--- src/rtl/bdpa_pkg.sv ---
package bdpa_pkg;

  // Old image store geometry (power of two)
  localparam int unsigned OLD_DEPTH = 65536;
  localparam int unsigned OLD_AW    = $clog2(OLD_DEPTH);

  localparam int unsigned POS_W      = 48;
  localparam int unsigned OLD_SIZE_W = 17;
  localparam int unsigned LEN_W      = 32;
  localparam int unsigned CFG_IDX_W  = 1;
  localparam int unsigned CFG_DATA_W = 32;

  typedef enum logic [1:0] {
    OP_LOAD  = 2'd0,
    OP_CTRL  = 2'd1,
    OP_DIFF  = 2'd2,
    OP_EXTRA = 2'd3
  } opcode_t;

  typedef enum logic [1:0] {
    PH_CTRL = 2'd0,
    PH_ADD  = 2'd1,
    PH_COPY = 2'd2
  } phase_t;

  typedef enum logic [2:0] {
    ERR_OK        = 3'd0,
    ERR_ADD_OVER  = 3'd1,
    ERR_COPY_OVER = 3'd2,
    ERR_NEG_LEN   = 3'd3,
    ERR_ORDER     = 3'd4
  } err_t;

  typedef enum logic [CFG_IDX_W-1:0] {
    CFG_OLD_SIZE = 1'd0,
    CFG_NEW_SIZE = 1'd1
  } cfg_reg_t;

  typedef struct packed {
    opcode_t            opcode;
    logic [15:0]        old_address;
    logic [7:0]         old_byte;
    logic [LEN_W-1:0]   add_length;
    logic [LEN_W-1:0]   copy_length;
    logic [LEN_W-1:0]   seek_offset;
    logic [7:0]         data_byte;
  } item_t;

  // One result on its way to the output stage
  typedef struct packed {
    logic        valid;
    logic        use_old;
    logic [7:0]  data;
    logic [31:0] offset;
    logic        done;
    err_t        err;
  } res_t;

endpackage

--- src/rtl/bdpa_ctrl.sv ---
module bdpa_ctrl import bdpa_pkg::*; (
  input  logic                  clk,
  input  logic                  rst_n,
  input  logic                  accept,
  input  item_t                 item,
  input  logic [OLD_SIZE_W-1:0] old_size,
  input  logic [31:0]           new_size,
  output res_t                  res,
  output logic [OLD_AW-1:0]     rd_addr
);

  logic [31:0]      new_pos_r, new_pos_nxt;
  logic [POS_W-1:0] old_pos_r, old_pos_nxt;
  logic [31:0]      add_rem_r, add_rem_nxt;
  logic [31:0]      copy_rem_r, copy_rem_nxt;
  logic [31:0]      seek_r, seek_nxt;
  phase_t           phase_r, phase_nxt;
  logic             err_r, err_nxt;

  logic             fail;
  err_t             fail_code;
  logic             seek_now;
  logic             pos_inc;
  logic [31:0]      seek_sel;
  logic [POS_W-1:0] seek_ext;
  logic [32:0]      add_end;
  logic [33:0]      copy_end;
  logic             in_range;
  logic             last_byte;

  assign add_end   = {1'b0, new_pos_r} + {1'b0, item.add_length};
  assign copy_end  = {1'b0, add_end} + {2'b0, item.copy_length};
  assign last_byte = ({1'b0, new_pos_r} + 33'd1) == {1'b0, new_size};
  assign in_range  = !old_pos_r[POS_W-1]
                     && (old_pos_r < {{(POS_W-OLD_SIZE_W){1'b0}}, old_size})
                     && ((old_pos_r >> OLD_AW) == '0);
  assign rd_addr   = old_pos_r[OLD_AW-1:0];

  always_comb begin
    new_pos_nxt  = new_pos_r;
    add_rem_nxt  = add_rem_r;
    copy_rem_nxt = copy_rem_r;
    seek_nxt     = seek_r;
    phase_nxt    = phase_r;
    err_nxt      = err_r;
    fail         = 1'b0;
    fail_code    = ERR_OK;
    seek_now     = 1'b0;
    pos_inc      = 1'b0;
    seek_sel     = seek_r;
    res          = '0;
    res.err      = ERR_OK;

    case (item.opcode)
      OP_LOAD: begin
      end
      OP_CTRL: begin
        if (!err_r) begin
          if (phase_r != PH_CTRL || new_pos_r >= new_size) begin
            fail      = 1'b1;
            fail_code = ERR_ORDER;
          end else if (item.add_length[31] || item.copy_length[31]) begin
            fail      = 1'b1;
            fail_code = ERR_NEG_LEN;
          end else if (add_end > {1'b0, new_size}) begin
            fail      = 1'b1;
            fail_code = ERR_ADD_OVER;
          end else if (copy_end > {2'b0, new_size}) begin
            fail      = 1'b1;
            fail_code = ERR_COPY_OVER;
          end else begin
            add_rem_nxt  = item.add_length;
            copy_rem_nxt = item.copy_length;
            seek_nxt     = item.seek_offset;
            seek_sel     = item.seek_offset;
            if (item.add_length != '0) begin
              phase_nxt = PH_ADD;
            end else if (item.copy_length != '0) begin
              phase_nxt = PH_COPY;
            end else begin
              seek_now  = 1'b1;
              phase_nxt = PH_CTRL;
            end
          end
        end
      end
      OP_DIFF: begin
        if (!err_r) begin
          if (phase_r != PH_ADD) begin
            fail      = 1'b1;
            fail_code = ERR_ORDER;
          end else begin
            res.valid   = 1'b1;
            res.use_old = in_range;
            res.data    = item.data_byte;
            res.offset  = new_pos_r;
            res.done    = last_byte;
            new_pos_nxt = new_pos_r + 32'd1;
            add_rem_nxt = add_rem_r - 32'd1;
            pos_inc     = 1'b1;
            if (add_rem_r == 32'd1) begin
              if (copy_rem_r != '0) begin
                phase_nxt = PH_COPY;
              end else begin
                seek_now  = 1'b1;
                phase_nxt = PH_CTRL;
              end
            end
          end
        end
      end
      OP_EXTRA: begin
        if (!err_r) begin
          if (phase_r != PH_COPY) begin
            fail      = 1'b1;
            fail_code = ERR_ORDER;
          end else begin
            res.valid    = 1'b1;
            res.data     = item.data_byte;
            res.offset   = new_pos_r;
            res.done     = last_byte;
            new_pos_nxt  = new_pos_r + 32'd1;
            copy_rem_nxt = copy_rem_r - 32'd1;
            if (copy_rem_r == 32'd1) begin
              seek_now  = 1'b1;
              phase_nxt = PH_CTRL;
            end
          end
        end
      end
      default: begin
      end
    endcase

    // Error result: zero byte at the faulting position, latch and freeze the rest
    if (fail) begin
      res.valid  = 1'b1;
      res.err    = fail_code;
      res.offset = new_pos_r;
      err_nxt    = 1'b1;
    end

    seek_ext    = seek_now ? {{(POS_W-32){seek_sel[31]}}, seek_sel} : '0;
    old_pos_nxt = old_pos_r + seek_ext + {{(POS_W-1){1'b0}}, pos_inc};
  end

  always_ff @(posedge clk) begin
    if (!rst_n) begin
      new_pos_r  <= '0;
      old_pos_r  <= '0;
      add_rem_r  <= '0;
      copy_rem_r <= '0;
      seek_r     <= '0;
      phase_r    <= PH_CTRL;
      err_r      <= 1'b0;
    end else if (accept) begin
      new_pos_r  <= new_pos_nxt;
      old_pos_r  <= old_pos_nxt;
      add_rem_r  <= add_rem_nxt;
      copy_rem_r <= copy_rem_nxt;
      seek_r     <= seek_nxt;
      phase_r    <= phase_nxt;
      err_r      <= err_nxt;
    end
  end

endmodule

--- config.mk ---
export PLATFORM = sky130hd
export DESIGN_NAME = bdpa_ctrl
export DESIGN_NICKNAME = d
export VERILOG_FILES = /design/src/rtl/bdpa_pkg.sv /design/src/rtl/bdpa_ctrl.sv
export SDC_FILE = /design/constraint.sdc
export NUM_CORES = 1
export LEC_CHECK = 0
export BUFFER_PORTS_ARGS = -buffer_cell sky130_fd_sc_hd__buf_2
export CORE_MARGIN = 10
export CORE_UTILIZATION = 45
export DETAILED_ROUTE_END_ITERATION = 10
export PLACE_DENSITY = 0.63
export SYNTH_ARGS = -nofsm -noshare
export SYNTH_HDL_FRONTEND = slang
export SYNTH_SLANG_ARGS = --single-unit
--- constraint.sdc ---
create_clock -name clk -period 17.08 [get_ports clk]
set_input_delay 3.416 -clock clk [delete_from_list [all_inputs] [get_ports clk]]
set_output_delay 3.416 -clock clk [all_outputs]
set_load 0.03 [all_outputs]
==> results.sh, run 1 <==
export IMPL_yosysTopAreaCell="dfxtp_1"
export IMPL_switchingPower_mw=0.393
export IMPL_area_delta_synth_final_pct=10.4
export IMPL_p_comb_share_pct=25.3
export IMPL_max_stage_delay_ps=600
export IMPL_cp_num_buf_inv=3
export IMPL_multi_input_area_um2=14300
export IMPL_die_area_um2=50300
export IMPL_netlist_area_um2=18800
export IMPL_ys_seq_elements=179
export IMPL_synth_fa_ha_area_share_pct=15.7
export IMPL_viasPerCell=5.89
export IMPL_ir_drop_uv=61.6
export IMPL_fin_skew_ps=31.5
export IMPL_synth_xor_area_share_pct=7.47
export IMPL_nets=3085
export IMPL_seqPwrFrac_pct=36.8
export IMPL_place_worst_setup_slack_ps=1850
export IMPL_chipWidth_um=224
export IMPL_clk_pin_slew_ps=80
export IMPL_portBuffers=219
export IMPL_cp_required_ps=17480
export IMPL_clock_sinks=179
export IMPL_whs_ps=448
export IMPL_ys_top_cells_by_area="dfxtp_1 19%, ha_1 15%, a21oi_1 5.7%"
export IMPL_start_util_pct=45.8
export IMPL_finalPower_mw=1.15
export IMPL_clkPwrFrac_pct=37.9
export IMPL_hold_viol=0
export IMPL_final_layout_size_suffix_gt1_share_pct=10.7
export IMPL_hold_path_class="register to register"
export IMPL_ys_async_sr_fraction_pct=0
export IMPL_gr_usage_all_layers_pct=23.9
export IMPL_slowest_stage="buf_4"
export IMPL_core_area_um2=41000
export IMPL_boundaryPins=244
export IMPL_yosysUniqueCellTypes=76
export IMPL_finalSetupViolCount=0
export IMPL_syn_nets=2955
export IMPL_postCtsSetupRepairBufs=0
export IMPL_wirelength_um=61200
export IMPL_crit_family="compound AO/OA/AOI/OAI gates"
export IMPL_worstPathArrival_ps=15310
export IMPL_synthSimpleGateAreaFrac_pct=24.7
export IMPL_wl_per_cell_um=19.0
export IMPL_die_y_um=224
export IMPL_synth_compound_area_share_pct=24.9
export IMPL_crit_fanout=38
export IMPL_gr_total_overflow=0
export IMPL_initialDrtViolationCount=1484
export IMPL_num_fill_cells=4159
export IMPL_seq_area_frac_synth_pct=19.1
export IMPL_setup_tns_ps=0
export IMPL_cp_common_cell="a21oi_1"
export IMPL_grt_pass1_vias=18200
export IMPL_cts_made_buffers=17
export IMPL_min_period_ps=14910
export IMPL_ys_flop_type="dfxtp_1"
export IMPL_final_common_cell="nand2_1"
export IMPL_cts_tree="done"
export IMPL_ant_nets=0
export IMPL_ys_warn_count=0
export IMPL_cts_repair_resized=0
export IMPL_num_rows=74
export IMPL_cts_path_max_buffers=2
export IMPL_synth_cells=2540
export IMPL_synth_top_family_by_area="compound AO/OA/AOI/OAI gates"
export IMPL_finalCritPeriodShare_pct=87.3
export IMPL_gp_congestion=0.922
export IMPL_synth_edf_count=0
export IMPL_drc=0
export IMPL_relSlewSlack_pct=18.4
export IMPL_max_freq_mhz=67.1
export IMPL_regArea_um2=3580
export IMPL_firstDrtPassIters=7
export IMPL_post_dp_hpwl_um=47800
export IMPL_clock_insertion_delay_worst_skew_ps=520
export IMPL_hold_buffers=0
export IMPL_path_class="input port to register"
export IMPL_stdcell_count=3218
export IMPL_p_per_area_nw_per_um2=55.5
export IMPL_rsz0062_at_grt="false"
export IMPL_grt_pass1_wl_um=97100
export IMPL_layout_common_cells="232 x nand2_1, 229 x ha_1, 220 x nor2_1, 218 x buf_2, 214 x a21oi_1"
export IMPL_syn_avg_cell_area_um2=7.39
export IMPL_dp_cells=3183
export IMPL_endpoint_kind="register"
export IMPL_cts_htree_levels=4
export IMPL_timing_final_ws_setup_ps=2170
export IMPL_cap_violations=0
export IMPL_grt_max_degree=80
export IMPL_switching_share_pct=34.2
export IMPL_status="completed"
export IMPL_worstMarginPinSlew_ps=1220
export IMPL_post_synth_top_area_fraction_pct=19.1
export IMPL_power_static_leakage_nw=9.32
export IMPL_root_buffer="clkbuf_16"
export IMPL_muxShareOfSynthArea_pct=3.15
export IMPL_power_internal_mw=0.756
export IMPL_via_count=18900
export IMPL_antenna_found_initial=7
export IMPL_slew_violations=0
export IMPL_worst_setup_path_start_kind="input port"
-- state kept, by name, indices dropped and copies added (netlist names) --
register    cells
phase_r         2
new_pos_r      32
old_pos_r      48
copy_rem_r     32
seek_r         32
add_rem_r      32
err_r           1
-- per-layer routing --
layer	track usage, %	vias to the layer above	share of wire, %
li1	-	9417	-
met1	30.2	8876	45
met2	39.8	539	46
met3	5.57	99	6.8
met4	6.73	8	2.0
met5	0	-	0.083
-- power by group through the flow --
stage | logic [mW] | registers [mW] | clock network (mW)
global route | 0.324 | 0.424 | 0.458
CTS | 0.288 | 0.423 | 0.445
floorplan | 0.194 | 0.432 | 0
detailed placement | 0.286 | 0.433 | 0
finish | 0.291 | 0.423 | 0.436
global placement | 0.278 | 0.433 | 0
-- worst register-to-register path, delay by kind of cell, from the launching register on --
family / cells / cell delay, ps
XOR/XNOR: 2 / 480
buffers and inverters: 2 / 650
AND/OR/NAND/NOR: 6 / 1100
adder cells (fa/ha/maj): 5 / 1730
multiplexers: 1 / 270
AO/OA/AOI/OAI: 30 / 7460
flip-flops: 1 / 430
-- cell type report --
type	count	share of cell area [%]
multi-input cells	2135	68.8
flip-flops and latches	179	17.3
well taps	532	3.21
clock buffers	19	2.14
diodes	3	0.0362
repair buffers	233	5.81
inverters	104	1.88
clock inverters	13	0.821
-- metrics by stage --
step | util (%) | cell area [um2]
after CTS | 50.5 | 20700
after floorplan | - | 18800
after global placement | 49.0 | 20100
after global routing | 50.5 | 20700
after detailed placement | 49.0 | 20100
final | 50.5 | 20700
-- final timing paths --
path                                   start             to  slack, ps  cells after the start
worst min-delay path              seek_r[10]     seek_r[10]        450                      2
worst max-delay path                item[72]  old_pos_r[46]       2170                     47
worst min register to register    seek_r[10]     seek_r[10]        450                      2
worst max register to register  new_pos_r[0]  old_pos_r[46]       4860                     46
-- logic make-up after synthesis --
group	Yosys count
DFF	179
AOI/OAI and AO/OA	748
and+or+nand+nor	935
buffers and inverters	226
muxes	59
xor gates and xnor gates	160
adders and majority gates	233
-- synth_stat cells, types with 6 or more instances --
library cell / number
a2111oi_0: 9
nand3_1: 60
or4_1: 8
nand4_1: 38
clkbuf_1: 88
or2_2: 8
buf_4: 17
a21oi_1: 215
nand2b_1: 30
or3_1: 22
and4_1: 10
a21o_1: 71
ha_1: 229
mux2i_1: 59
a31oi_1: 17
nand2_1: 233
buf_2: 11
inv_1: 103
nor4_1: 51
nor3_1: 57
nor2_1: 220
o31ai_1: 7
o21ai_0: 200
a211o_1: 6
and2_1: 117
nor2b_1: 27
o211ai_1: 17
a211oi_1: 30
dfxtp_1: 179
a22oi_1: 15
and3_1: 34
o21a_1: 28
xor2_1: 51
a21boi_0: 31
o21bai_1: 19
a21boi_1: 25
xnor2_1: 109
nor3b_1: 6
(Power assumes the default switching activity.)
==> inputs of run 2 (changes only) <==
--- a/config.mk
+++ b/config.mk
@@ -7,9 +7,9 @@
 export LEC_CHECK = 0
 export BUFFER_PORTS_ARGS = -buffer_cell sky130_fd_sc_hd__buf_2
 export CORE_MARGIN = 10
-export CORE_UTILIZATION = 45
+export CORE_UTILIZATION = 30
 export DETAILED_ROUTE_END_ITERATION = 10
-export PLACE_DENSITY = 0.63
+export PLACE_DENSITY = 0.45
 export SYNTH_ARGS = -nofsm -noshare
 export SYNTH_HDL_FRONTEND = slang
 export SYNTH_SLANG_ARGS = --single-unit
==> run 2 against run 1 <==
  * Die area up 45%
  * Via count is 1.7% lower
  * Routed wire length grew 11%
  * Cell area up 2.2%
  * Clock power rose by 3%
  * Critical path depth fell by 1
  * Sequential cell count did not move
  * Sequential power hardly changed
  * Largest power group unchanged
==> results.sh, run 2 (synthesized netlist as in run 1, its figures left out) <==
export IMPL_core_area_um2=61800
export IMPL_cts_htree_levels=4
export IMPL_die_area_um2=73000
export IMPL_num_rows=91
export IMPL_setup_tns_ps=0
export IMPL_relSlewSlack_pct=27.1
export IMPL_layout_common_cells="232 x nand2_1, 229 x ha_1, 220 x nor2_1, 218 x buf_2, 214 x a21oi_1"
export IMPL_place_worst_setup_slack_ps=1650
export IMPL_postCtsSetupRepairBufs=0
export IMPL_initialDrtViolationCount=1189
export IMPL_hold_viol=0
export IMPL_gr_total_overflow=0
export IMPL_r2r_end="old_pos_r[46]"
export IMPL_ir_drop_uv=67.8
export IMPL_min_period_ps=15000
export IMPL_area_delta_synth_final_pct=12.8
export IMPL_clock_sinks=179
export IMPL_finalCritPeriodShare_pct=87.8
export IMPL_wirelength_um=67600
export IMPL_post_dp_hpwl_um=53800
export IMPL_hold_buffers=0
export IMPL_slew_violations=0
export IMPL_multi_input_area_um2=14300
export IMPL_viasPerCell=5.28
export IMPL_worst_setup_path_start_kind="input port"
export IMPL_power_internal_mw=0.749
export IMPL_boundaryPins=244
export IMPL_via_count=18600
export IMPL_start_util_pct=30.4
export IMPL_hold_path_depth=2
export IMPL_clkPwrFrac_pct=38.4
export IMPL_cts_path_max_buffers=2
export IMPL_cp_required_ps=17470
export IMPL_slowest_stage="o31ai_1"
export IMPL_p_per_area_nw_per_um2=55.2
export IMPL_die_y_um=270
export IMPL_endpoint_kind="register"
export IMPL_cts_made_buffers=17
export IMPL_crit_fanout=6
export IMPL_final_util_pct=34.2
export IMPL_worstMarginPinSlew_ps=1090
export IMPL_largest_register="old_pos_r"
export IMPL_dp_cells=3492
export IMPL_switchingPower_mw=0.419
export IMPL_worstPathArrival_ps=15380
export IMPL_clk_pin_slew_ps=90
export IMPL_wl_per_cell_um=19.2
export IMPL_grt_pass1_vias=18400
export IMPL_max_freq_mhz=66.7
export IMPL_cap_violations=0
export IMPL_drc=0
export IMPL_chipWidth_um=270
export IMPL_cts_tree="done"
export IMPL_finalSetupViolCount=0
export IMPL_final_common_cell="nand2_1"
export IMPL_finalPower_mw=1.17
export IMPL_power_static_leakage_nw=9.36
export IMPL_portBuffers=219
export IMPL_clock_insertion_delay_worst_skew_ps=500
export IMPL_cp_common_cell="a21oi_1"
export IMPL_hold_start="seek_r[18]"
export IMPL_gp_congestion=0.893
export IMPL_path_class="input port to register"
export IMPL_reg2reg_from="new_pos_r[2]"
export IMPL_whs_ps=451
export IMPL_gr_usage_all_layers_pct=18.1
export IMPL_hold_path_class="register to register"
export IMPL_status="completed"
export IMPL_firstDrtPassIters=5
export IMPL_place_area_um2=20500
export IMPL_stdcell_count=3526
export IMPL_num_fill_cells=6684
export IMPL_root_buffer="clkbuf_16"
export IMPL_cts_repair_resized=0
export IMPL_holdPathEnd="seek_r[18]"
export IMPL_regArea_um2=3580
export IMPL_grt_pass1_wl_um=105000
export IMPL_antenna_found_initial=9
export IMPL_final_layout_size_suffix_gt1_share_pct=10.8
export IMPL_switching_share_pct=35.9
export IMPL_timing_final_ws_setup_ps=2080
export IMPL_nets=3089
export IMPL_seqPwrFrac_pct=36.2
export IMPL_ant_nets=0
export IMPL_max_stage_delay_ps=760
export IMPL_ff2ff_path_depth=44
export IMPL_fin_skew_ps=15.1
export IMPL_fin_area_um2=21200
export IMPL_rsz0062_at_grt="false"
export IMPL_p_comb_share_pct=25.3
export IMPL_ff2ff_setup_slack_ps=4760
export IMPL_grt_max_degree=80
export IMPL_largest_reg_flops=48
run 2: cell count changes in the layout (fill, tap and decap cells not counted):
cell,delta
clkinv_2,-1
diode_2,-1
clkinv_8,+5
clkbuf_1,-1
inv_6,-1
clkinvlp_4,-2
clkbuf_8,-1
buf_4,+4
inv_12,+2
bufinv_16,-1
run 2: how the worst max path moves through the flow:
stage                                to  depth (start not counted)  slack [ps]  startpoint
after CTS                 old_pos_r[46]                         47        2150    item[72]
after floorplan           old_pos_r[46]                         44        3890    item[75]
after global routing      old_pos_r[46]                         46        1160    item[73]
after global placement    old_pos_r[46]                         47        1720    item[72]
after detailed placement  old_pos_r[46]                         47        1650    item[72]
final                     old_pos_r[46]                         46        2080    item[73]
run 2: area by class of cell:
| type | count | share of cell area [%] |
|---|---|---|
| Inverter | 104 | 1.84 |
| Multi-Input combinational cell | 2135 | 67.4 |
| Clock inverter | 15 | 1.06 |
| Clock buffer | 17 | 2.01 |
| Sequential cell | 179 | 16.9 |
| Tap cell | 837 | 4.95 |
| Antenna cell | 2 | 0.0236 |
| Timing Repair Buffer | 237 | 5.83 |
run 2: power groups by stage:
stage	sequential [mW]	clock (mW)	combinational, mW
detailed placement	0.433	0	0.295
global route	0.424	0.479	0.333
CTS	0.423	0.467	0.297
floorplan	0.432	0	0.194
global placement	0.433	0	0.290
finish	0.423	0.449	0.296
run 2: routing by layer:
| layer | global-route usage [%] | share of wire [%] | vias up |
|---|---|---|---|
| met5 | 0 | 0.11 | - |
| met4 | 4.52 | 1.7 | 10 |
| met1 | 23.0 | 46 | 8779 |
| met3 | 3.63 | 5.0 | 74 |
| met2 | 30.8 | 47 | 361 |
| li1 | - | - | 9401 |
run 2: critical path, delay by kind of cell:
kind,cells,cell delay (ps)
buf+inv,1,180
simple gates,13,2540
mux,1,250
compound gates,24,6610
xor+xnor,2,360
fa+ha+maj,5,2000
